### src/hdl/mtb_queue.sv
module mtb_queue #(
	parameter int W = 8
) (
	input  logic         clk,
	input  logic         arst_n,
	input  logic         push_valid,
	output logic         push_ready,
	input  logic [W-1:0] push_data,
	output logic         pop_valid,
	input  logic         pop_ready,
	output logic [W-1:0] pop_data
);

	logic [W-1:0] data_q [2];
	logic         wr_q;
	logic         rd_q;
	logic [1:0]   cnt_q;
	logic         push;
	logic         pop;

	assign push_ready = cnt_q != 2'd2;
	assign pop_valid  = cnt_q != 2'd0;
	assign push       = push_valid && push_ready;
	assign pop        = pop_valid && pop_ready;
	assign pop_data   = data_q[rd_q];

	// pointers and fill level
	always_ff @(posedge clk or negedge arst_n) begin
		if (!arst_n) begin
			wr_q  <= 1'b0;
			rd_q  <= 1'b0;
			cnt_q <= 2'd0;
		end else begin
			if (push) wr_q <= ~wr_q;
			if (pop)  rd_q <= ~rd_q;
			if (push && !pop)      cnt_q <= cnt_q + 2'd1;
			else if (pop && !push) cnt_q <= cnt_q - 2'd1;
		end
	end

	always_ff @(posedge clk) begin
		if (push) data_q[wr_q] <= push_data;
	end

endmodule

### config.mk
export PLATFORM = sky130hd
export DESIGN_NAME = mtb_queue
export DESIGN_NICKNAME = d
export VERILOG_FILES = /design/src/hdl/mtb_queue.sv
export SDC_FILE = /design/constraint.sdc
export NUM_CORES = 1
export LEC_CHECK = 0
export ABC_AREA = 1
export BUFFER_PORTS_ARGS = -buffer_cell sky130_fd_sc_hd__clkbuf_2
export CORE_MARGIN = 4
export CORE_UTILIZATION = 44
export CTS_BUF_LIST = sky130_fd_sc_hd__clkbuf_16
export DETAILED_ROUTE_END_ITERATION = 8
export GPL_TIMING_DRIVEN = 0
export HOLD_SLACK_MARGIN = 0.08
export PLACE_DENSITY = 0.71
export SLEW_MARGIN = 20
export SYNTH_ARGS = -nofsm -noshare
export SYNTH_HDL_FRONTEND = slang
export SYNTH_SLANG_ARGS = --single-unit
export TNS_END_PERCENT = 5
### constraint.sdc
create_clock -name clk -period 1.3 [get_ports clk]
set_clock_uncertainty 0.05 [all_clocks]
set_input_delay 0.26 -clock clk [delete_from_list [all_inputs] [get_ports clk]]
set_output_delay 0.26 -clock clk [all_outputs]
set_load 0.005 [all_outputs]
==> results of run 1 <==
## worst max-delay path, cell delays in order (launching register included)
cell      delay [ns]
dfrtp_1         0.37
buf_6           0.15
inv_8           0.07
nand2_1         0.05
nand2_1         0.06
clkbuf_2        0.10
## per-layer routing
metal	track usage	routed length, µm	up-vias
li1	-	-	283
met1	0.155	664	253
met2	0.221	748	14
met3	0.0437	66	3
met4	0.0393	17	0
met5	0	0	-
## timing repair
item,4_1_cts,5_1_grt
resized for setup,9,10
hold buffers,1,0
setup endpoints to repair,26,11
hold endpoints to repair,4,0
setup buffers,3,1
pin swaps,1,2
## stage by stage
stage / instances / area (µm²) / util / total power [mW]
after global placement: 116 / 963 / 0.552 / 1.80
after global routing: 125 / 1140 / 0.654 / 2.88
after CTS: 124 / 1110 / 0.639 / 2.62
after detailed placement: 116 / 963 / 0.552 / 1.82
after floorplan: 70 / 827 / - / 1.53
final: 125 / 1140 / 0.654 / 2.69
## cells by family after synthesis
| kind of cell | Yosys count | share of synthesized area |
|---|---|---|
| AND/OR/NAND/NOR | 39 | 0.207 |
| flip-flops | 20 | 0.702 |
| buffers and inverters | 8 | 0.0454 |
| XOR/XNOR | 2 | 0.0303 |
| adder cells (fa/ha/maj) | 1 | 0.0151 |
## worst max path at each step
| stage | start | end | slack [ns] |
|---|---|---|---|
| floorplan | cnt_q[0] | data_q[0][0] | -0.06 |
| global placement | cnt_q[0] | data_q[0][1] | -0.27 |
| detailed placement | cnt_q[0] | data_q[1][1] | -0.28 |
| CTS | cnt_q[0] | cnt_q[1] | -0.07 |
| global route | rd_q | pop_data[0] | -0.14 |
| finish | rd_q | pop_data[2] | -0.05 |
## synthesized netlist by cell type, types with 2 or more instances
| cell type | number | share of area |
|---|---|---|
| dfrtp_1 | 4 | 0.12 |
| edfxtp_1 | 16 | 0.58 |
| inv_1 | 4 | 0.018 |
| inv_2 | 3 | 0.014 |
| nand2_1 | 30 | 0.14 |
| nand2_2 | 2 | 0.015 |
| nand2_4 | 2 | 0.027 |
| nand3_1 | 2 | 0.012 |
| nor2_1 | 2 | 0.0091 |
## layout make-up
class                   instances  area (µm²)
fillers                       123         603
flip-flops and latches         20         581
multi-input cells              42         255
repair buffers                 26         149
clock buffers                   3        75.1
inverters                       7        36.3
well taps                      25        31.3
plain buffers                   1        11.3
clock inverters                 1        3.75
## power by group through the flow
| stage | clock network (mW) | registers (mW) | logic [mW] |
|---|---|---|---|
| after detailed placement | 0 | 0.989 | 0.835 |
| final | 0.608 | 0.980 | 1.10 |
| after CTS | 0.619 | 0.980 | 1.02 |
| after floorplan | 0 | 0.971 | 0.554 |
| after global routing | 0.661 | 0.992 | 1.22 |
| after global placement | 0 | 0.978 | 0.817 |
## layout by cell type (no fill, tap or decap), drive strengths merged
cell type,count
nand2,34
clkbuf,20
edfxtp,16
buf,9
inv,7
dfrtp,4
nor2,2
nand3,2
xor2,1
nand4,1
xnor2,1
ha,1
clkinv,1
dlygate4sd3,1
## sequential cells by signal, indices dropped and copies added (netlist names)
signal	count
rd_q	1
data_q	16
wr_q	1
cnt_q	2
==> results by group, run 1 <==
Global route
  – GRT Total Usage: 0.130
  – Vias in the first global route: slightly below 600
  – Initial antenna violation count: 0
  – Global-route wire length before repair: between 2000 and 2500 µm
  – Largest net degree at the start of global routing: 12
  – GR Overflow Total: 0

Worst setup path
  – R2r setup slk: -0.05 ns
  – Terminus of the critical flop-to-flop path: cnt_q[1]
  – Nature of the critical path endpoint: primary output
  – Critical-path maximum fanout: 10
  – Worst r2r src: cnt_q[0]
  – Arr. time, crit path: 1.04 ns
  – Crit Path Class: reg -> out
  – R2r worst-path depth: 8
  – Crit path required time: 0.99 ns
  – Crit start category: flop

Clock tree
  – Clock Tree Buf Depth: 2
  – CTS tree: yes
  – Clk slew on worst S/H paths: 0.05 ns
  – H-tree depth: 1
  – Cts bufs inserted: 3
  – CTS Sinks: 20
  – Clock Latency Late Sink: 0.25 ns
  – Clk Tree Root Cell: clkbuf_16

Finish
  – Layout area overhead: 38.1%
  – Ratio of cells with drive above 1 in the final layout: 0.420
  – Diode count: 0
  – Final net count: around 110

Floorplanning
  – # IOs: 22
  – Die ar.: 0.00264 mm²
  – Chip width: 51.4 µm
  – Core area: 0.00175 mm²
  – FP Rows: 15
  – Die Y-Extent: 51.4 µm
  – Initial Util: 0.474

Place
  – Dpl ws: -0.281 ns
  – Port Buffer Count: 21
  – GPL Wtd Cong: 0.642
  – Hpwl dp: between 900 and 1000 µm

Min path
  – Hold EP: data_q[1][5]
  – Hold path startpoint: push_data[5]
  – Worst Hold Class: in -> reg
  – Hold path depth: 1

Timing
  – Max Fclk: 739 MHz
  – Slew headroom: 0.817
  – Min setup slack post-route: -0.0524 ns
  – TNS Setup: -0.454 ns
  – Min Hold Slack: 0.151 ns
  – RSZ-0062 raised after global routing: yes
  – Final min period: 1.35 ns
  – Period utilization: 1.04
  – Setup-failing EPs final: 10
  – Hold Vio Cnt, Final: 0
  – Actual slew at the worst max-slew pin: 0.274 ns
  – Final slew viol count: 0

Synthesis
  – Post-synthesis cell count: 70
  – Number of library cell types mapped by synthesis: 14
  – FF+latch count, synth: 20
  – Synthesized area: roughly 830 µm²
  – Sequential-to-total area share from yosys stat: 0.702
  – Syn nets: between 80 and 90
  – EDFF count, synth: 16
  – Top_reg_cell synth: edfxtp_1
  – Synth Warn #: 0
  – Asr flop ratio synth: 0.200
  – Syn Area/Cell: 11.8 µm²

Route
  – Vias after detailed routing: 553
  – Routed WL: about 1500 µm
  – TritonRoute pass-1 iters: 2
  – DRC viols: 0
  – Via-per-instance ratio: 4.42
  – DR WL/cell: 12.0 µm
  – DRT iter0 DRCs: 4
  – Post-route ant nets: 0

Power
  – Worst vdd ir: between 1500 and 2000 µV
  – P_int: 1.78 mW
  – PD cells: 2350 mW/mm²
  – Clock group share of total power: 0.226
  – Sw frac: 0.337
  – Reg power frac: 0.365
  – Combinational share of power: 0.409
  – Switching power of the nets: 0.905 mW
  – Leak Pwr: 0.524 nW

Outcome
  – Failing checks: negative setup slack
  – Status: finished, violations left

Flow run
  – # Max-Cap Violations: 0
Power figures use the tool's default switching activity.
==> run 2, diff against run 1 <==
--- a/config.mk
+++ b/config.mk
@@ -5,7 +5,6 @@
 export SDC_FILE = /design/constraint.sdc
 export NUM_CORES = 1
 export LEC_CHECK = 0
-export ABC_AREA = 1
 export BUFFER_PORTS_ARGS = -buffer_cell sky130_fd_sc_hd__clkbuf_2
 export CORE_MARGIN = 4
 export CORE_UTILIZATION = 44
@@ -13,9 +12,9 @@
 export DETAILED_ROUTE_END_ITERATION = 8
 export GPL_TIMING_DRIVEN = 0
 export HOLD_SLACK_MARGIN = 0.08
-export PLACE_DENSITY = 0.71
+export PLACE_DENSITY = 0.72
 export SLEW_MARGIN = 20
 export SYNTH_ARGS = -nofsm -noshare
 export SYNTH_HDL_FRONTEND = slang
 export SYNTH_SLANG_ARGS = --single-unit
-export TNS_END_PERCENT = 5
+export TNS_END_PERCENT = 20
==> run 2 against run 1 <==
The run still ends with negative setup slack left; count of clock-buffer cells in the layout is the same; core utilization down 1.4 points; critical endpoint is now pop_data[0]; setup slack got worse by 0.12 ns; first-iteration DRC count decreased by 75%; global-route usage fell by 2.8 points; worst hold slack better by 0.0024 ns; non-clock buffer count increased by 2; sequential power increased by 1%; combinational power decreased by 15%.
==> results by group, run 2 <==
Outcome
  – Status: finished, violations left (unchanged)
  – Failing checks: negative setup slack (unchanged)

Synthesis
  – Top_reg_cell synth: edfxtp_1 (unchanged)
  – Number of library cell types mapped by synthesis: 14 (unchanged)
  – Syn Area/Cell: 18.3 µm² (was 11.8 µm²)
  – Top post-synthesis cells by count: edfxtp_1, mux2_2, dfrtp_1 (was nand2_1, edfxtp_1, dfrtp_1, inv_1, inv_2)
  – Synthesized area: 787 µm² (was 827 µm²)
  – Synth area leader: edfxtp_1 (unchanged)
  – Post-synthesis cell count: 43 (was 70)
  – Sequential-to-total area share from yosys stat: 0.738 (was 0.702)
  – FF+latch count, synth: 20 (unchanged)
  – Most numerous cell in the Yosys netlist: edfxtp_1 (was nand2_1)
  – Area contributors post-synth: edfxtp_1, dfrtp_1, mux2_2 (was edfxtp_1, nand2_1, dfrtp_1)
  – Asr flop ratio synth: 0.200 (unchanged)
  – Area share of the largest cell type after synthesis: 0.610 (was 0.581)
  – Syn nets: 56 (was 83)
  – Synth Warn #: 0 (unchanged)
  – EDFF count, synth: 16 (unchanged)

Clock tree
  – Clk slew on worst S/H paths: 0.05 ns (about the same)
  – Clock Tree Buf Depth: 2 (unchanged)
  – Clock Latency Late Sink: 0.24 ns (was 0.25 ns)
  – CTS tree: yes (unchanged)
  – Cts bufs inserted: 3 (unchanged)
  – Clk Tree Root Cell: clkbuf_16 (unchanged)
  – H-tree depth: 1 (unchanged)
  – CTS Sinks: 20 (unchanged)

Place
  – Port Buffer Count: 21 (unchanged)
  – Placed insts: 89 (was 116)
  – GPL Wtd Cong: 0.731 (was 0.642)
  – Hpwl dp: 811 µm (was 956 µm)
  – Placed Area: 926 µm² (was 963 µm²)
  – Dpl ws: -0.196 ns (was -0.281 ns)

Timing
  – TNS Setup: -1.54 ns (was -0.454 ns)
  – Period utilization: 1.13 (was 1.04)
  – Final min period: 1.47 ns (was 1.35 ns)
  – Hold Vio Cnt, Final: 0 (unchanged)
  – RSZ-0062 raised after global routing: yes (unchanged)
  – Actual slew at the worst max-slew pin: 0.249 ns (was 0.274 ns)
  – Min Hold Slack: 0.154 ns (was 0.151 ns)
  – Slew headroom: 0.833 (was 0.817)
  – Max Fclk: 678 MHz (was 739 MHz)
  – Setup-failing EPs final: 11 (was 10)
  – Final slew viol count: 0 (unchanged)
  – Min setup slack post-route: -0.174 ns (was -0.0524 ns)

Finish
  – Diode count: 0 (unchanged)
  – Layout area overhead: 39.0% (was 38.1%)
  – Final net count: 89 (was 114)
  – Top Registers: data_q: 16 flops, cnt_q: 2 flops (unchanged)
  – Commonest cells after routing, fill and taps aside: clkbuf_2, edfxtp_1, mux2_2 (was nand2_1, clkbuf_2, edfxtp_1)
  – Post-Route Utilization: 0.640 (was 0.654)
  – Final non-filler cell total: 100 (was 125)
  – Top reg by flops: data_q (unchanged)
  – Commonest non-fill, non-tap cell in the layout: clkbuf_2 (was nand2_1)
  – Ratio of cells with drive above 1 in the final layout: 0.640 (was 0.420)
  – Max reg flops: 16 (unchanged)
  – Design area: 0.00109 mm² (was 0.00114 mm²)

Global route
  – Global-route wire length before repair: 1840 µm (was 2450 µm)
  – GR Overflow Total: 0 (unchanged)
  – Largest net degree at the start of global routing: 12 (unchanged)
  – GRT Total Usage: 0.101 (was 0.130)
  – Vias in the first global route: 444 (was 580)
  – Initial antenna violation count: 0 (unchanged)

Worst setup path
  – Crit path required time: 0.99 ns (about the same)
  – Nature of the critical path endpoint: primary output (unchanged)
  – Arr. time, crit path: 1.16 ns (was 1.04 ns)
  – Crit Path Class: reg -> out (unchanged)
  – Crit start category: flop (unchanged)
  – Critical-path maximum fanout: 9 (was 10)
  – R2r setup slk: -0.10 ns (was -0.05 ns)

Min path
  – Worst Hold Class: in -> reg (unchanged)

Power
  – Worst vdd ir: 1520 µV (was 1690 µV)
  – Leak Pwr: 0.453 nW (was 0.524 nW)
  – PD cells: 2320 mW/mm² (was 2350 mW/mm²)
  – Total Power: 2.54 mW (was 2.69 mW)

Route
  – Post-route ant nets: 0 (unchanged)
  – Wire length on met1: 425 µm (was 664 µm)
  – Met3 WL: 68 µm (was 66 µm)
  – Highest routed layer: met4 (unchanged)
  – Vias after detailed routing: 445 (was 553)
  – Routed WL: 1190 µm (was 1500 µm)
  – Met2 wire length: 670 µm (was 748 µm)
  – Via-per-instance ratio: 4.45 (was 4.42)
  – DR WL/cell: 11.9 µm (was 12.0 µm)
  – TritonRoute pass-1 iters: 4 (was 2)
  – DRC viols: 0 (unchanged)
  – DRT iter0 DRCs: 1 (was 4)

Floorplanning
  – Initial Util: 0.461 (was 0.474)
  – # IOs: 22 (unchanged)
  – Die Y-Extent: 50.3 µm (was 51.4 µm)
  – Die ar.: 0.00253 mm² (was 0.00264 mm²)
  – FP Rows: 15 (unchanged)
  – Chip width: 50.3 µm (was 51.4 µm)
  – Core area: 0.00171 mm² (was 0.00175 mm²)

Flow run
  – # Max-Cap Violations: 0 (unchanged)
==> run 2: cell count changes in the layout (fill, tap and decap cells not counted), moves of 3 or more <==
cell / before / now
clkbuf_2: 17 / 21
nand2_1: 30 / 0
buf_2: 4 / 0
mux2_2: 0 / 8
buf_4: 3 / 6
==> run 2: repair_timing <==
action | in CTS | in global routing
hold buffers | 1 | 0
setup buffers | 2 | 4
endpoints found under the hold margin | 4 | 0
pin swaps | 2 | 3
setup endpoints to repair | 27 | 11
resized for setup | 7 | 2
==> run 2: power breakdown <==
group	total, mW	internal, mW	switching, mW	leakage (nW)
combinational	0.939	0.549	0.390	0.220
clock	0.605	0.408	0.197	0.0385
sequential	0.991	0.901	0.0898	0.194
total	2.54	1.86	0.677	0.453
==> run 2: critical path: stages, from the launching register on <==
cell and delay (ns):
dfrtp_1 0.33, buf_6 0.14, mux2_2 0.34, clkbuf_2 0.11
==> run 2: cell type report <==
class | count | area (µm²)
sequential | 20 | 582
buffer | 1 | 11.3
clock inverter | 1 | 3.75
tap | 25 | 31.3
fill | 140 | 614
clock buffer | 3 | 75.1
multi-input combinational | 21 | 226
inverter | 1 | 3.75
timing repair buffer | 28 | 160
==> run 2: kinds of logic after synthesis <==
kind of cell,after synthesis,synth area share
flip-flops,20,0.738
multiplexers,8,0.114
AND/OR/NAND/NOR,7,0.0652
XOR/XNOR,5,0.0557
buffers and inverters,2,0.0111
adder cells (fa/ha/maj),1,0.0159
==> run 2: worst paths after layout <==
path | start | to | cells after the start
worst min register to register | wr_q | wr_q | 1
worst max-delay path | rd_q | pop_data[0] | 3
worst max register to register | cnt_q[0] | cnt_q[1] | 6
min in group asynchronous | arst_n | cnt_q[0] | 2
max in group asynchronous | arst_n | cnt_q[1] | 2
worst min-delay path | push_data[3] | data_q[0][3] | 1
==> run 2: routing by layer <==
layer	vias to the layer above	GRT usage
li1	216	-
met2	10	0.180
met5	-	0
met1	217	0.0988
met3	2	0.0326
met4	0	0.0673
