**config.mk**
```make
export PLATFORM = sky130hd
export DESIGN_NAME = mtb_front
export DESIGN_NICKNAME = d
export VERILOG_FILES = /design/src/hdl/mtb_pkg.sv /design/src/hdl/mtb_front.sv
export SDC_FILE = /design/constraint.sdc
export NUM_CORES = 1
export LEC_CHECK = 0
export ABC_AREA = 1
export CORE_MARGIN = 10
export CORE_UTILIZATION = 50
export CTS_CLUSTER_DIAMETER = 60
export CTS_CLUSTER_SIZE = 24
export DETAILED_ROUTE_END_ITERATION = 6
export DONT_BUFFER_PORTS = 1
export GPL_TIMING_DRIVEN = 0
export MAX_ROUTING_LAYER = met4
export SLEW_MARGIN = 20
export SYNTH_ARGS = -nofsm -noshare
export SYNTH_HDL_FRONTEND = slang
export SYNTH_SLANG_ARGS = --single-unit
```
**constraint.sdc**
```tcl
create_clock -name clk -period 9.1 [get_ports clk]
set_clock_uncertainty 0.2 [all_clocks]
set_input_delay 0 -clock clk [delete_from_list [all_inputs] [get_ports clk]]
set_output_delay 0 -clock clk [all_outputs]
set_load 0.03 [all_outputs]
```
**src/hdl/mtb_pkg.sv**
```systemverilog
package mtb_pkg;

	// fixed field widths
	localparam int PIXEL_BITS = 16;
	localparam int MASK_BITS  = 9;
	localparam int EXP_W      = 4;
	localparam int SUM_W      = 24;
	localparam int SQ_W       = 40;
	localparam int WORD_W     = SUM_W + SQ_W;
	localparam int CNT_W      = 9;
	localparam int FP_W       = 17;
	localparam int CFG_IDX_W  = 2;
	localparam int CFG_DATA_W = 17;
	localparam int LVL_IDX_W  = 2;
	localparam int PIX_IDX_W  = 16;
	localparam int MEAN_W     = 24;
	localparam int RMS_W      = 23;
	localparam int PROD_W     = 48;
	localparam int RAD_W      = 64;
	localparam int ROOT_W     = 32;

	// register indexes
	localparam logic [CFG_IDX_W-1:0] REG_LEVEL_MASK   = 2'd0;
	localparam logic [CFG_IDX_W-1:0] REG_FRAME_PIXELS = 2'd1;

	// reset values and saturation limits
	localparam logic [MASK_BITS-1:0] LEVEL_MASK_RST   = 9'd48;
	localparam logic [FP_W-1:0]      FRAME_PIXELS_RST = 17'h10000;
	localparam logic [MEAN_W-1:0]    MEAN_MAX         = 24'hFFFF00;
	localparam logic [RMS_W-1:0]     RMS_MAX          = 23'h7FFFFF;

	// enabled levels, lowest set bits first
	typedef struct packed {
		logic [3:0]                         count;
		logic [MASK_BITS-1:0][EXP_W-1:0]    exps;
	} level_map_t;

	// back end status seen by the front end
	typedef struct packed {
		logic clearing;
	} back_status_t;

	function automatic level_map_t map_levels(logic [MASK_BITS-1:0] mask, int unsigned limit);
		level_map_t  m;
		int unsigned k;
		m = '0;
		k = 0;
		for (int i = 0; i < MASK_BITS; i++) begin
			if (mask[i] && k < limit) begin
				m.exps[k] = EXP_W'(i);
				k++;
			end
		end
		m.count = 4'(k);
		return m;
	endfunction

endpackage

```
**src/hdl/mtb_front.sv**
```systemverilog
module mtb_front
	import mtb_pkg::*;
#(
	parameter int ML = 4,
	parameter int MP = 65536,
	parameter int PW = 16,
	parameter int NW = 3,
	parameter int IW = 8
) (
	input  logic                  clk,
	input  logic                  arst_n,
	input  logic                  cfg_valid,
	output logic                  cfg_ready,
	input  logic [CFG_IDX_W-1:0]  cfg_index,
	input  logic [CFG_DATA_W-1:0] cfg_data,
	input  logic                  in_valid,
	output logic                  in_ready,
	input  logic [PIXEL_BITS-1:0] pixel_value,
	input  back_status_t          status,
	output logic                  push_valid,
	input  logic                  push_ready,
	output logic [IW-1:0]         push_data
);

	localparam int SZW = $clog2(MP + 1);
	localparam int CW  = (SZW > FP_W) ? SZW : FP_W;

	logic [MASK_BITS-1:0]       mask_q;
	logic [FP_W-1:0]            frame_q;
	logic [PW-1:0]              pos_q;
	logic [ML-1:0]              comp_q;
	logic [CNT_W-1:0]           fc_q [ML];

	level_map_t                 lm;
	logic [NW-1:0]              n;
	logic [ML-1:0][EXP_W-1:0]   exps_v;
	logic [ML-1:0]              low_mask;
	logic [CW-1:0]              size;
	logic [CW-1:0]              pos_inc;
	logic                       wrap;
	logic [CNT_W-1:0]           nc [ML+1];
	logic [ML-1:0]              comp_new;
	logic [ML-1:0]              comp_use;
	logic                       accept;
	logic                       start_frame;

	// level map from the mask
	always_comb begin
		lm = map_levels(mask_q, ML);
		n  = NW'(lm.count);
		for (int b = 0; b < ML; b++) begin
			exps_v[b]   = lm.exps[b];
			low_mask[b] = NW'(b) < n;
		end
	end

	// frame size and position wrap
	always_comb begin
		size    = (frame_q == '0 || CW'(frame_q) > CW'(MP)) ? CW'(MP) : CW'(frame_q);
		pos_inc = CW'(pos_q) + CW'(1);
		wrap    = pos_inc >= size;
	end

	// frame counts at frame start, finest level first
	always_comb begin
		nc[ML] = '0;
		for (int b = 0; b < ML; b++) nc[b] = fc_q[b];
		nc[0]    = nc[0] + CNT_W'(1);
		comp_new = '0;
		for (int b = 0; b < ML; b++) begin
			if (NW'(b) < n && nc[b] == (CNT_W'(1) << exps_v[b])) begin
				comp_new[b] = 1'b1;
				if (NW'(b + 1) < n) nc[b + 1] = nc[b + 1] + nc[b];
				nc[b] = '0;
			end
		end
	end

	assign start_frame = (n != '0) && (pos_q == '0);
	assign comp_use    = (start_frame ? comp_new : comp_q) & low_mask;
	assign in_ready    = push_ready && !status.clearing;
	assign accept      = in_valid && in_ready;
	assign push_valid  = in_valid && !status.clearing && (n != '0);
	assign push_data   = {pixel_value, pos_q, comp_use, n, exps_v};
	assign cfg_ready   = 1'b1;

	// configuration registers
	always_ff @(posedge clk or negedge arst_n) begin
		if (!arst_n) begin
			mask_q  <= LEVEL_MASK_RST;
			frame_q <= FRAME_PIXELS_RST;
		end else if (cfg_valid) begin
			case (cfg_index)
				REG_LEVEL_MASK:   mask_q  <= cfg_data[MASK_BITS-1:0];
				REG_FRAME_PIXELS: frame_q <= cfg_data[FP_W-1:0];
				default: ;
			endcase
		end
	end

	// position, frame counts and completing set
	always_ff @(posedge clk or negedge arst_n) begin
		if (!arst_n) begin
			pos_q  <= '0;
			comp_q <= '0;
			for (int b = 0; b < ML; b++) fc_q[b] <= '0;
		end else if (accept) begin
			pos_q <= wrap ? '0 : PW'(pos_inc);
			if (start_frame) begin
				comp_q <= comp_new;
				for (int b = 0; b < ML; b++) fc_q[b] <= nc[b];
			end
		end
	end

endmodule

```
==> run_summary.xml, run 1 <==
<?xml version="1.0" encoding="UTF-8"?>
<metrics>
  <group name="placement">
    <metric name="gp_congestion" unit="">0.787</metric>
    <metric name="io_buffers" unit="">0</metric>
    <metric name="hpwlAfterDp" unit="um">2400</metric>
  </group>
  <group name="hold_path">
    <metric name="min_path_cells" unit="">3</metric>
    <metric name="worst_hold_check_path_type" unit="">primary input to output pin</metric>
  </group>
  <group name="routing">
    <metric name="drt_drc_violations_left" unit="">0</metric>
    <metric name="postRouteWirelength" unit="um">2920</metric>
    <metric name="dr_vias_cell" unit="">5.04</metric>
    <metric name="avgRoutedWirePerCell" unit="um">12.5</metric>
    <metric name="firstDrtPassIters" unit="">4</metric>
    <metric name="first_iter_violations" unit="">50</metric>
    <metric name="via_count" unit="">1175</metric>
    <metric name="antenna_left" unit="">0</metric>
  </group>
  <group name="logic_synthesis">
    <metric name="synth_cells" unit="">181</metric>
    <metric name="synth_top_area_frac" unit="">0.191</metric>
    <metric name="synthMostInstantiatedCell" unit="">sky130_fd_sc_hd__nand2_1</metric>
    <metric name="post-synth-top-area-cell" unit="">sky130_fd_sc_hd__ha_1</metric>
    <metric name="synth_cell_area" unit="um^2">1380</metric>
    <metric name="yosys_warnings" unit="">0</metric>
    <metric name="synth_seq_cells" unit="">9</metric>
    <metric name="synth_seq_area_share" unit="">0.166</metric>
    <metric name="netlist-cell-type-count" unit="">31</metric>
    <metric name="syn-mean-instance-area" unit="um^2">7.60</metric>
    <metric name="synth.cells.most_frequent" unit="">38 x sky130_fd_sc_hd__nand2_1, 29 x sky130_fd_sc_hd__inv_1, 21 x sky130_fd_sc_hd__ha_1</metric>
    <metric name="postSynth.topFlopCell" unit="">sky130_fd_sc_hd__dfrtp_1</metric>
    <metric name="synth_async_sr_flop_share" unit="">1.00</metric>
    <metric name="postSynthNetCount" unit="">244</metric>
    <metric name="synth.top_cells.by_area" unit="">sky130_fd_sc_hd__ha_1 19%, sky130_fd_sc_hd__dfrtp_1 13%, sky130_fd_sc_hd__nand2_1 10%</metric>
    <metric name="synth_enable_flop_cells" unit="">0</metric>
  </group>
  <group name="power">
    <metric name="power.net_switching" unit="W">0.000384</metric>
    <metric name="power.share.combinational" unit="">0.859</metric>
    <metric name="p_int" unit="W">0.000234</metric>
    <metric name="pwr_density_cell" unit="nW/um^2">382</metric>
    <metric name="p_seq_frac" unit="">0.092</metric>
    <metric name="sw_frac_of_total" unit="">0.622</metric>
    <metric name="cellLeakagePower" unit="nW">0.893</metric>
    <metric name="clkPwrFrac" unit="">0.049</metric>
    <metric name="maximum_vdd_drop" unit="V">0.000318</metric>
  </group>
  <group name="clocking">
    <metric name="clock-sinks" unit="">9</metric>
    <metric name="clock_insertion_delay_worst_skew" unit="ns">0.26</metric>
    <metric name="path_clk_slew" unit="ns">0.06</metric>
    <metric name="cts.repair_timing.setup_buffer_count" unit="">0</metric>
    <metric name="cts_root_buf" unit="">sky130_fd_sc_hd__clkbuf_4</metric>
    <metric name="number_of_buffers_added_by_the_clock_tree_synthesis_step" unit="">3</metric>
    <metric name="tritoncts" unit="">built</metric>
    <metric name="cts.repair.resized" unit="">0</metric>
    <metric name="cts_max_path_buffers" unit="">2</metric>
    <metric name="htree_levels" unit="">1</metric>
  </group>
  <group name="worst_setup_path">
    <metric name="crit_path_max_fanout" unit="">6</metric>
    <metric name="critical_path_top_delay_cell" unit="">sky130_fd_sc_hd__a31oi_1</metric>
    <metric name="startpoint_type" unit="">flop</metric>
    <metric name="largest_delay_contributor_family_on_the_critical_path" unit="">adder cells</metric>
    <metric name="cp_common_cell" unit="">sky130_fd_sc_hd__ha_1</metric>
    <metric name="critical_path_buf_inv_count" unit="">4</metric>
    <metric name="reg2regPathDepth" unit="">2</metric>
    <metric name="cp.depth" unit="">22</metric>
    <metric name="critical_path_required" unit="ns">8.90</metric>
    <metric name="timing.setup.critical_path_class" unit="">flop to output pin</metric>
    <metric name="critical_path.cell_chain" unit="">fa_1 &gt; ha_1 &gt; inv_1 &gt; o21ai_0 &gt; inv_1 &gt; ha_1 &gt; or2_2 &gt; nand2_1 &gt; ha_1 &gt; nand2_1 &gt; nand2_1 &gt; ha_1 &gt; or2_1 &gt; and2_1 &gt; ha_1 &gt; nand2_1 &gt; nand2_4 &gt; inv_1 &gt; ha_1 &gt; nand2_1 &gt; inv_1 &gt; a31oi_1</metric>
    <metric name="slowest_delay" unit="ns">0.61</metric>
    <metric name="timing.critical_path.to_type" unit="">output pin</metric>
    <metric name="critical_path_arrival" unit="ns">5.41</metric>
  </group>
  <group name="run_status">
    <metric name="run_status" unit="">finished clean</metric>
  </group>
  <group name="final_layout">
    <metric name="top_register" unit="">mask_q</metric>
    <metric name="nets_finish" unit="">267</metric>
    <metric name="largest_reg_flops" unit="">9</metric>
    <metric name="diodes" unit="">0</metric>
    <metric name="synth_to_final_area_change" unit="%">17.7</metric>
    <metric name="largest_registers" unit="">mask_q (9)</metric>
    <metric name="layout-drive-gt1-share" unit="">0.197</metric>
  </group>
  <group name="grt">
    <metric name="grt_start_max_net_pins" unit="">11</metric>
    <metric name="grtUsageTotal" unit="">0.123</metric>
    <metric name="first_global_vias" unit="">1211</metric>
    <metric name="grt_pass1_wl" unit="um">5360</metric>
    <metric name="grt_antenna_before_repair" unit="">0</metric>
    <metric name="gr-total-overflow" unit="">0</metric>
  </group>
  <group name="timing">
    <metric name="final.setup.tns" unit="ns">0</metric>
    <metric name="final-max-slew-violation-count" unit="">0</metric>
    <metric name="finalHoldWorstSlack" unit="ns">0.0174</metric>
    <metric name="worst_slew_pin_slew" unit="ns">0.743</metric>
    <metric name="rsz0062_at_grt" unit="">false</metric>
    <metric name="timing.final.crit_share" unit="">0.616</metric>
    <metric name="finalHoldViolCount" unit="">0</metric>
    <metric name="slew-limit-headroom" unit="">0.502</metric>
    <metric name="maxClockFrequency" unit="MHz">178</metric>
    <metric name="setup_violations" unit="">0</metric>
    <metric name="finalCriticalPeriod" unit="ns">5.61</metric>
  </group>
  <group name="floorplan">
    <metric name="floorplan.io_pins" unit="">52</metric>
    <metric name="design.die.area" unit="um^2">5250</metric>
    <metric name="placementRows" unit="">18</metric>
    <metric name="fp.dieW" unit="um">72.4</metric>
    <metric name="start_util" unit="">0.540</metric>
    <metric name="fp.dieH" unit="um">72.4</metric>
    <metric name="core_area" unit="um^2">2540</metric>
  </group>
  <group name="run">
    <metric name="max_cap_viol_count" unit="">0</metric>
  </group>
</metrics>
worst paths after layout:
| check | from | to | slack (ns) |
|---|---|---|---|
| max | mask_q[2] | push_data[2] | 3.49 |
| min | status | push_valid | 0.02 |
| max reg2reg | mask_q[3] | mask_q[3] | 7.47 |
| min reg2reg | mask_q[5] | mask_q[5] | 0.34 |
| max in group asynchronous | arst_n | mask_q[4] | 7.90 |
| min in group asynchronous | arst_n | mask_q[7] | 0.48 |
placed cells by master, fill, tap and decap left out, types with 2 or more instances in the layout:
cell,instances
sky130_fd_sc_hd__o211ai_1,2
sky130_fd_sc_hd__nand3_1,11
sky130_fd_sc_hd__dfrtp_1,7
sky130_fd_sc_hd__nor2_4,2
sky130_fd_sc_hd__dfstp_2,2
sky130_fd_sc_hd__a31oi_1,2
sky130_fd_sc_hd__dlygate4sd3_1,18
sky130_fd_sc_hd__nand2_4,8
sky130_fd_sc_hd__nand3_4,4
sky130_fd_sc_hd__or2_2,2
sky130_fd_sc_hd__and2_1,2
sky130_fd_sc_hd__o21ai_0,4
sky130_fd_sc_hd__inv_1,29
sky130_fd_sc_hd__ha_1,21
sky130_fd_sc_hd__clkbuf_4,3
sky130_fd_sc_hd__nand3_2,8
sky130_fd_sc_hd__clkbuf_1,2
sky130_fd_sc_hd__nand2_1,38
sky130_fd_sc_hd__a21oi_1,7
sky130_fd_sc_hd__nor2_1,13
sky130_fd_sc_hd__nand2_2,4
sky130_fd_sc_hd__mux2_2,3
power by group through the flow:
stage	Combinational [W]	Sequential (W)	Clock, W
after floorplan	0.000448	0.0000554	0
after global placement	0.000511	0.0000571	0
after detailed placement	0.000523	0.0000576	0
after CTS	0.000533	0.0000569	0.0000315
after global routing	0.000608	0.0000584	0.0000315
final	0.000531	0.0000570	0.0000303
routing by layer:
layer / track usage / part of all wire / vias up
li1: - / - / 620
met3: 0.0327 / 0.077 / 4
met2: 0.189 / 0.42 / 34
met4: 0.0338 / 0.014 / 0
met1: 0.155 / 0.48 / 517
met5: - / 0 / -
final cells by class:
type                       instances  area [um^2]
fill                             220          926
multi-input combinational        140         1020
tap                               30         37.5
clock buffer                       4         26.3
timing repair buffer              18          180
buffer                             2         11.3
inverter                          30          113
sequential                         9          228
timing repair:
action,CTS,global route
hold buffers,18,0
hold endpoints to repair,19,0
endpoints found under the setup margin,0,0
logic make-up (layout without fill, tap and decap cells):
logic type               Yosys count  in the layout  synth area share
adder cells (fa/ha/maj)           22             22             0.206
buffers and inverters             32             54            0.0901
multiplexers                       3              3            0.0246
flip-flops                         9              9             0.166
other                              1              1           0.00273
AND/OR/NAND/NOR                   95             95             0.429
AO/OA/AOI/OAI                     19             19            0.0819
worst register-to-register path, stage by stage, from the launching register on:
cell,delay (ns)
sky130_fd_sc_hd__dfrtp_1,0.47
sky130_fd_sc_hd__mux2_2,0.30
sky130_fd_sc_hd__dlygate4sd3_1,0.54
metrics by stage:
step	instances	instance area, um^2	worst slack (ns)	total power [W]	utilization
after floorplan	181	1380	4.19	0.000503	-
after global placement	211	1410	3.83	0.000568	0.555
after detailed placement	211	1410	3.74	0.000580	0.555
after CTS	233	1620	3.46	0.000622	0.636
after global routing	233	1620	3.12	0.000698	0.636
final	233	1620	3.49	0.000618	0.636
No activity file was read; power rests on OpenSTA's default activity.
==> run 2: changes to the inputs <==
Settings changed: ABC_AREA 1 to 0.
Clock period 9.1 ns to 5.7 ns, I/O delays scaled along.
==> run 2 against run 1 <==
Effect of this change:
- global-route usage grew 1.0 points
- critical path depth rose by 2
- highest routed layer unchanged
- sequential share of layout area is 0.56 points lower
- register-to-register slack got worse by 3.3 ns
- clock-buffer cell count shrank 1
- core utilization shrank 1.4 points
- total power up 69%
- setup slack got worse by 3.1 ns
- non-clock buffer count up 4
- sequential power up 59%
- critical path type unchanged
- cell area up 4.2%
- critical endpoint is now push_valid
==> run_summary.xml, run 2 <==
<?xml version="1.0" encoding="UTF-8"?>
<metrics>
  <group name="timing">
    <metric name="finalHoldViolCount" unit="">0</metric>
    <metric name="worst_slew_pin_slew" unit="ns">0.579</metric>
    <metric name="worst_slack" unit="ns">0.377</metric>
    <metric name="final-max-slew-violation-count" unit="">0</metric>
    <metric name="setup_violations" unit="">0</metric>
    <metric name="timing.final.crit_share" unit="">0.934</metric>
    <metric name="slew-limit-headroom" unit="">0.613</metric>
    <metric name="maxClockFrequency" unit="MHz">188</metric>
    <metric name="final.setup.tns" unit="ns">0</metric>
    <metric name="finalCriticalPeriod" unit="ns">5.32</metric>
  </group>
  <group name="logic_synthesis">
    <metric name="synth_cell_area" unit="um^2">1390</metric>
    <metric name="synth_async_sr_flop_share" unit="">1.00</metric>
    <metric name="syn-mean-instance-area" unit="um^2">8.51</metric>
    <metric name="synth_seq_cells" unit="">9</metric>
    <metric name="postSynthNetCount" unit="">226</metric>
    <metric name="post-synth-top-area-cell" unit="">sky130_fd_sc_hd__ha_1</metric>
    <metric name="synth_top_area_frac" unit="">0.190</metric>
    <metric name="synth.cells.most_frequent" unit="">21 x sky130_fd_sc_hd__ha_1, 18 x sky130_fd_sc_hd__nand2_1, 12 x sky130_fd_sc_hd__inv_1</metric>
    <metric name="synth_seq_area_share" unit="">0.164</metric>
    <metric name="postSynth.topFlopCell" unit="">sky130_fd_sc_hd__dfrtp_1</metric>
    <metric name="synth_cells" unit="">163</metric>
    <metric name="yosys_warnings" unit="">0</metric>
    <metric name="synth_enable_flop_cells" unit="">0</metric>
    <metric name="synth.top_cells.by_area" unit="">sky130_fd_sc_hd__ha_1 19%, sky130_fd_sc_hd__dfrtp_1 13%, sky130_fd_sc_hd__nand2_1 4.9%</metric>
    <metric name="netlist-cell-type-count" unit="">58</metric>
    <metric name="synthMostInstantiatedCell" unit="">sky130_fd_sc_hd__ha_1</metric>
  </group>
  <group name="routing">
    <metric name="dr_vias_cell" unit="">5.89</metric>
    <metric name="via_count" unit="">1266</metric>
    <metric name="antenna_left" unit="">0</metric>
    <metric name="firstDrtPassIters" unit="">4</metric>
    <metric name="avgRoutedWirePerCell" unit="um">15.5</metric>
    <metric name="postRouteWirelength" unit="um">3340</metric>
    <metric name="drt_drc_violations_left" unit="">0</metric>
    <metric name="first_iter_violations" unit="">83</metric>
  </group>
  <group name="final_layout">
    <metric name="final-seq-area" unit="um^2">228</metric>
    <metric name="layout-drive-gt1-share" unit="">0.228</metric>
    <metric name="nets_finish" unit="">248</metric>
    <metric name="mostFrequentLayoutCell" unit="">sky130_fd_sc_hd__ha_1</metric>
    <metric name="post_layout_nonfiller_instances" unit="">215</metric>
    <metric name="nFillCells" unit="">225</metric>
    <metric name="diodes" unit="">0</metric>
    <metric name="largest_registers" unit="">mask_q (9)</metric>
    <metric name="synth_to_final_area_change" unit="%">21.7</metric>
    <metric name="final_design_area_no_fill" unit="um^2">1690</metric>
    <metric name="largest_reg_flops" unit="">9</metric>
    <metric name="top_register" unit="">mask_q</metric>
    <metric name="mostFrequentLayoutCells" unit="">21 x sky130_fd_sc_hd__ha_1, 18 x sky130_fd_sc_hd__nand2_1, 16 x sky130_fd_sc_hd__dlygate4sd3_1</metric>
    <metric name="multiInputGateArea" unit="um^2">1130</metric>
  </group>
  <group name="clocking">
    <metric name="cts_max_path_buffers" unit="">2</metric>
    <metric name="clock_insertion_delay_worst_skew" unit="ns">0.26</metric>
    <metric name="clock-sinks" unit="">9</metric>
    <metric name="number_of_buffers_added_by_the_clock_tree_synthesis_step" unit="">3</metric>
    <metric name="cts_root_buf" unit="">sky130_fd_sc_hd__clkbuf_4</metric>
    <metric name="tritoncts" unit="">built</metric>
    <metric name="path_clk_slew" unit="ns">0.06</metric>
    <metric name="htree_levels" unit="">1</metric>
  </group>
  <group name="placement">
    <metric name="numPlacedInstances" unit="">194</metric>
    <metric name="gp_congestion" unit="">0.785</metric>
    <metric name="io_buffers" unit="">0</metric>
    <metric name="hpwlAfterDp" unit="um">2620</metric>
    <metric name="post-place-ws" unit="ns">0.390</metric>
    <metric name="dpl_cell_area" unit="um^2">1430</metric>
  </group>
  <group name="worst_setup_path">
    <metric name="reg2reg_from" unit="">mask_q[6]</metric>
    <metric name="startpoint_type" unit="">flop</metric>
    <metric name="critical_path_arrival" unit="ns">5.12</metric>
    <metric name="critical_path_required" unit="ns">5.50</metric>
    <metric name="timing.setup.critical_path_class" unit="">flop to output pin</metric>
    <metric name="timing.critical_path.to_type" unit="">output pin</metric>
    <metric name="startpoint" unit="">mask_q[0]</metric>
    <metric name="crit_path_max_fanout" unit="">6</metric>
    <metric name="reg2regPathDepth" unit="">2</metric>
  </group>
  <group name="grt">
    <metric name="gr-total-overflow" unit="">0</metric>
    <metric name="first_global_vias" unit="">1256</metric>
    <metric name="grtUsageTotal" unit="">0.133</metric>
    <metric name="grt_antenna_before_repair" unit="">0</metric>
    <metric name="grt_pass1_wl" unit="um">5800</metric>
    <metric name="grt_start_max_net_pins" unit="">11</metric>
  </group>
  <group name="run">
    <metric name="max_cap_viol_count" unit="">0</metric>
  </group>
  <group name="power">
    <metric name="sw_frac_of_total" unit="">0.580</metric>
    <metric name="maximum_vdd_drop" unit="V">0.000637</metric>
    <metric name="p_int" unit="W">0.000440</metric>
    <metric name="power.share.combinational" unit="">0.867</metric>
    <metric name="p_seq_frac" unit="">0.087</metric>
    <metric name="power.net_switching" unit="W">0.000607</metric>
    <metric name="cellLeakagePower" unit="nW">0.735</metric>
    <metric name="clkPwrFrac" unit="">0.046</metric>
    <metric name="pwr_density_cell" unit="nW/um^2">621</metric>
  </group>
  <group name="hold_path">
    <metric name="min_path_cells" unit="">1</metric>
    <metric name="worst_hold_check_path_type" unit="">primary input to output pin</metric>
    <metric name="hold_start" unit="">push_ready</metric>
  </group>
  <group name="floorplan">
    <metric name="core_area" unit="um^2">2710</metric>
    <metric name="fp.dieW" unit="um">72.7</metric>
    <metric name="placementRows" unit="">19</metric>
    <metric name="fp.dieH" unit="um">72.7</metric>
    <metric name="floorplan.io_pins" unit="">52</metric>
    <metric name="design.die.area" unit="um^2">5280</metric>
    <metric name="start_util" unit="">0.512</metric>
  </group>
  <group name="run_status">
    <metric name="run_status" unit="">finished clean</metric>
  </group>
</metrics>
[run 2: cell type report]
type	count	share of cell area
repair buffers	17	0.0994
inverters	14	0.0312
plain buffers	7	0.0245
multi-input cells	133	0.671
clock buffers	3	0.0134
flip-flops and latches	9	0.135
well taps	31	0.0230
clock inverters	1	0.00297
[run 2: final timing paths]
kind / to / slack [ns]
worst max register to register: mask_q[6] / 4.12
worst min-delay path: in_ready / 0.01
min in group asynchronous: mask_q[1] / 0.44
worst max-delay path: push_valid / 0.38
max in group asynchronous: mask_q[4] / 4.55
worst min register to register: mask_q[8] / 0.37
[run 2: timing repair]
item	in CTS	in global routing
setup buffers	0	1
hold endpoints to repair	20	0
endpoints found under the setup margin	0	7
hold buffers	16	0
resized for setup	0	14
[run 2: cell families (layout without fill, tap and decap cells)]
logic type | after synthesis | count (layout) | synth area share
buf+inv | 21 | 42 | 0.0677
other cells | 1 | 1 | 0.00270
compound gates | 42 | 42 | 0.239
simple gates | 55 | 55 | 0.217
mux | 10 | 10 | 0.0866
fa+ha+maj | 22 | 22 | 0.204
flops | 9 | 9 | 0.164
xor+xnor | 3 | 3 | 0.0190
[run 2: through the flow]
stage / total power (W) / hold slack [ns] / utilization
finish: 0.00105 / 0.0109 / 0.622
global route: 0.00116 / 0.0170 / 0.622
CTS: 0.000966 / 0.0137 / 0.595
detailed placement: 0.000898 / -0.495 / 0.526
global placement: 0.000872 / -0.495 / 0.526
floorplan: 0.000763 / -0.496 / -
[run 2: critical path: stages (launching register included)]
cell and delay [ns]:
sky130_fd_sc_hd__dfrtp_1 0.43, sky130_fd_sc_hd__fa_2 0.65, sky130_fd_sc_hd__ha_1 0.25, sky130_fd_sc_hd__nor2b_1 0.16, sky130_fd_sc_hd__o2bb2ai_1 0.17, sky130_fd_sc_hd__nor2_1 0.10, sky130_fd_sc_hd__inv_1 0.08, sky130_fd_sc_hd__ha_1 0.23
sky130_fd_sc_hd__o21a_1 0.21, sky130_fd_sc_hd__inv_1 0.08, sky130_fd_sc_hd__ha_1 0.22, sky130_fd_sc_hd__and2_1 0.15, sky130_fd_sc_hd__nand2_1 0.06, sky130_fd_sc_hd__nand3_1 0.10, sky130_fd_sc_hd__ha_1 0.30, sky130_fd_sc_hd__nor2b_1 0.05
sky130_fd_sc_hd__a31oi_2 0.24, sky130_fd_sc_hd__ha_1 0.31, sky130_fd_sc_hd__nand2_1 0.07, sky130_fd_sc_hd__o21ai_0 0.07, sky130_fd_sc_hd__ha_1 0.28, sky130_fd_sc_hd__nor2_1 0.06, sky130_fd_sc_hd__nand3_1 0.09, sky130_fd_sc_hd__mux2i_2 0.09
sky130_fd_sc_hd__a211oi_4 0.42
[run 2: power groups by stage]
stage	Clock [W]	Sequential (W)	Combinational, W
2_1_floorplan	0	0.0000885	0.000675
3_3_place_gp	0	0.0000912	0.000781
3_5_place_dp	0	0.0000918	0.000806
4_1_cts	0.0000502	0.0000907	0.000825
5_1_grt	0.0000536	0.0000930	0.00101
6_report	0.0000480	0.0000907	0.000908
[run 2: metal layers]
metal	vias to the layer above	wire, um	GRT usage	share of wire
met3	2	179	0.0204	0.054
met4	0	9	0.0338	0.0027
met5	-	0	-	0
met1	589	1540	0.170	0.46
met2	42	1600	0.214	0.48
li1	633	-	-	-
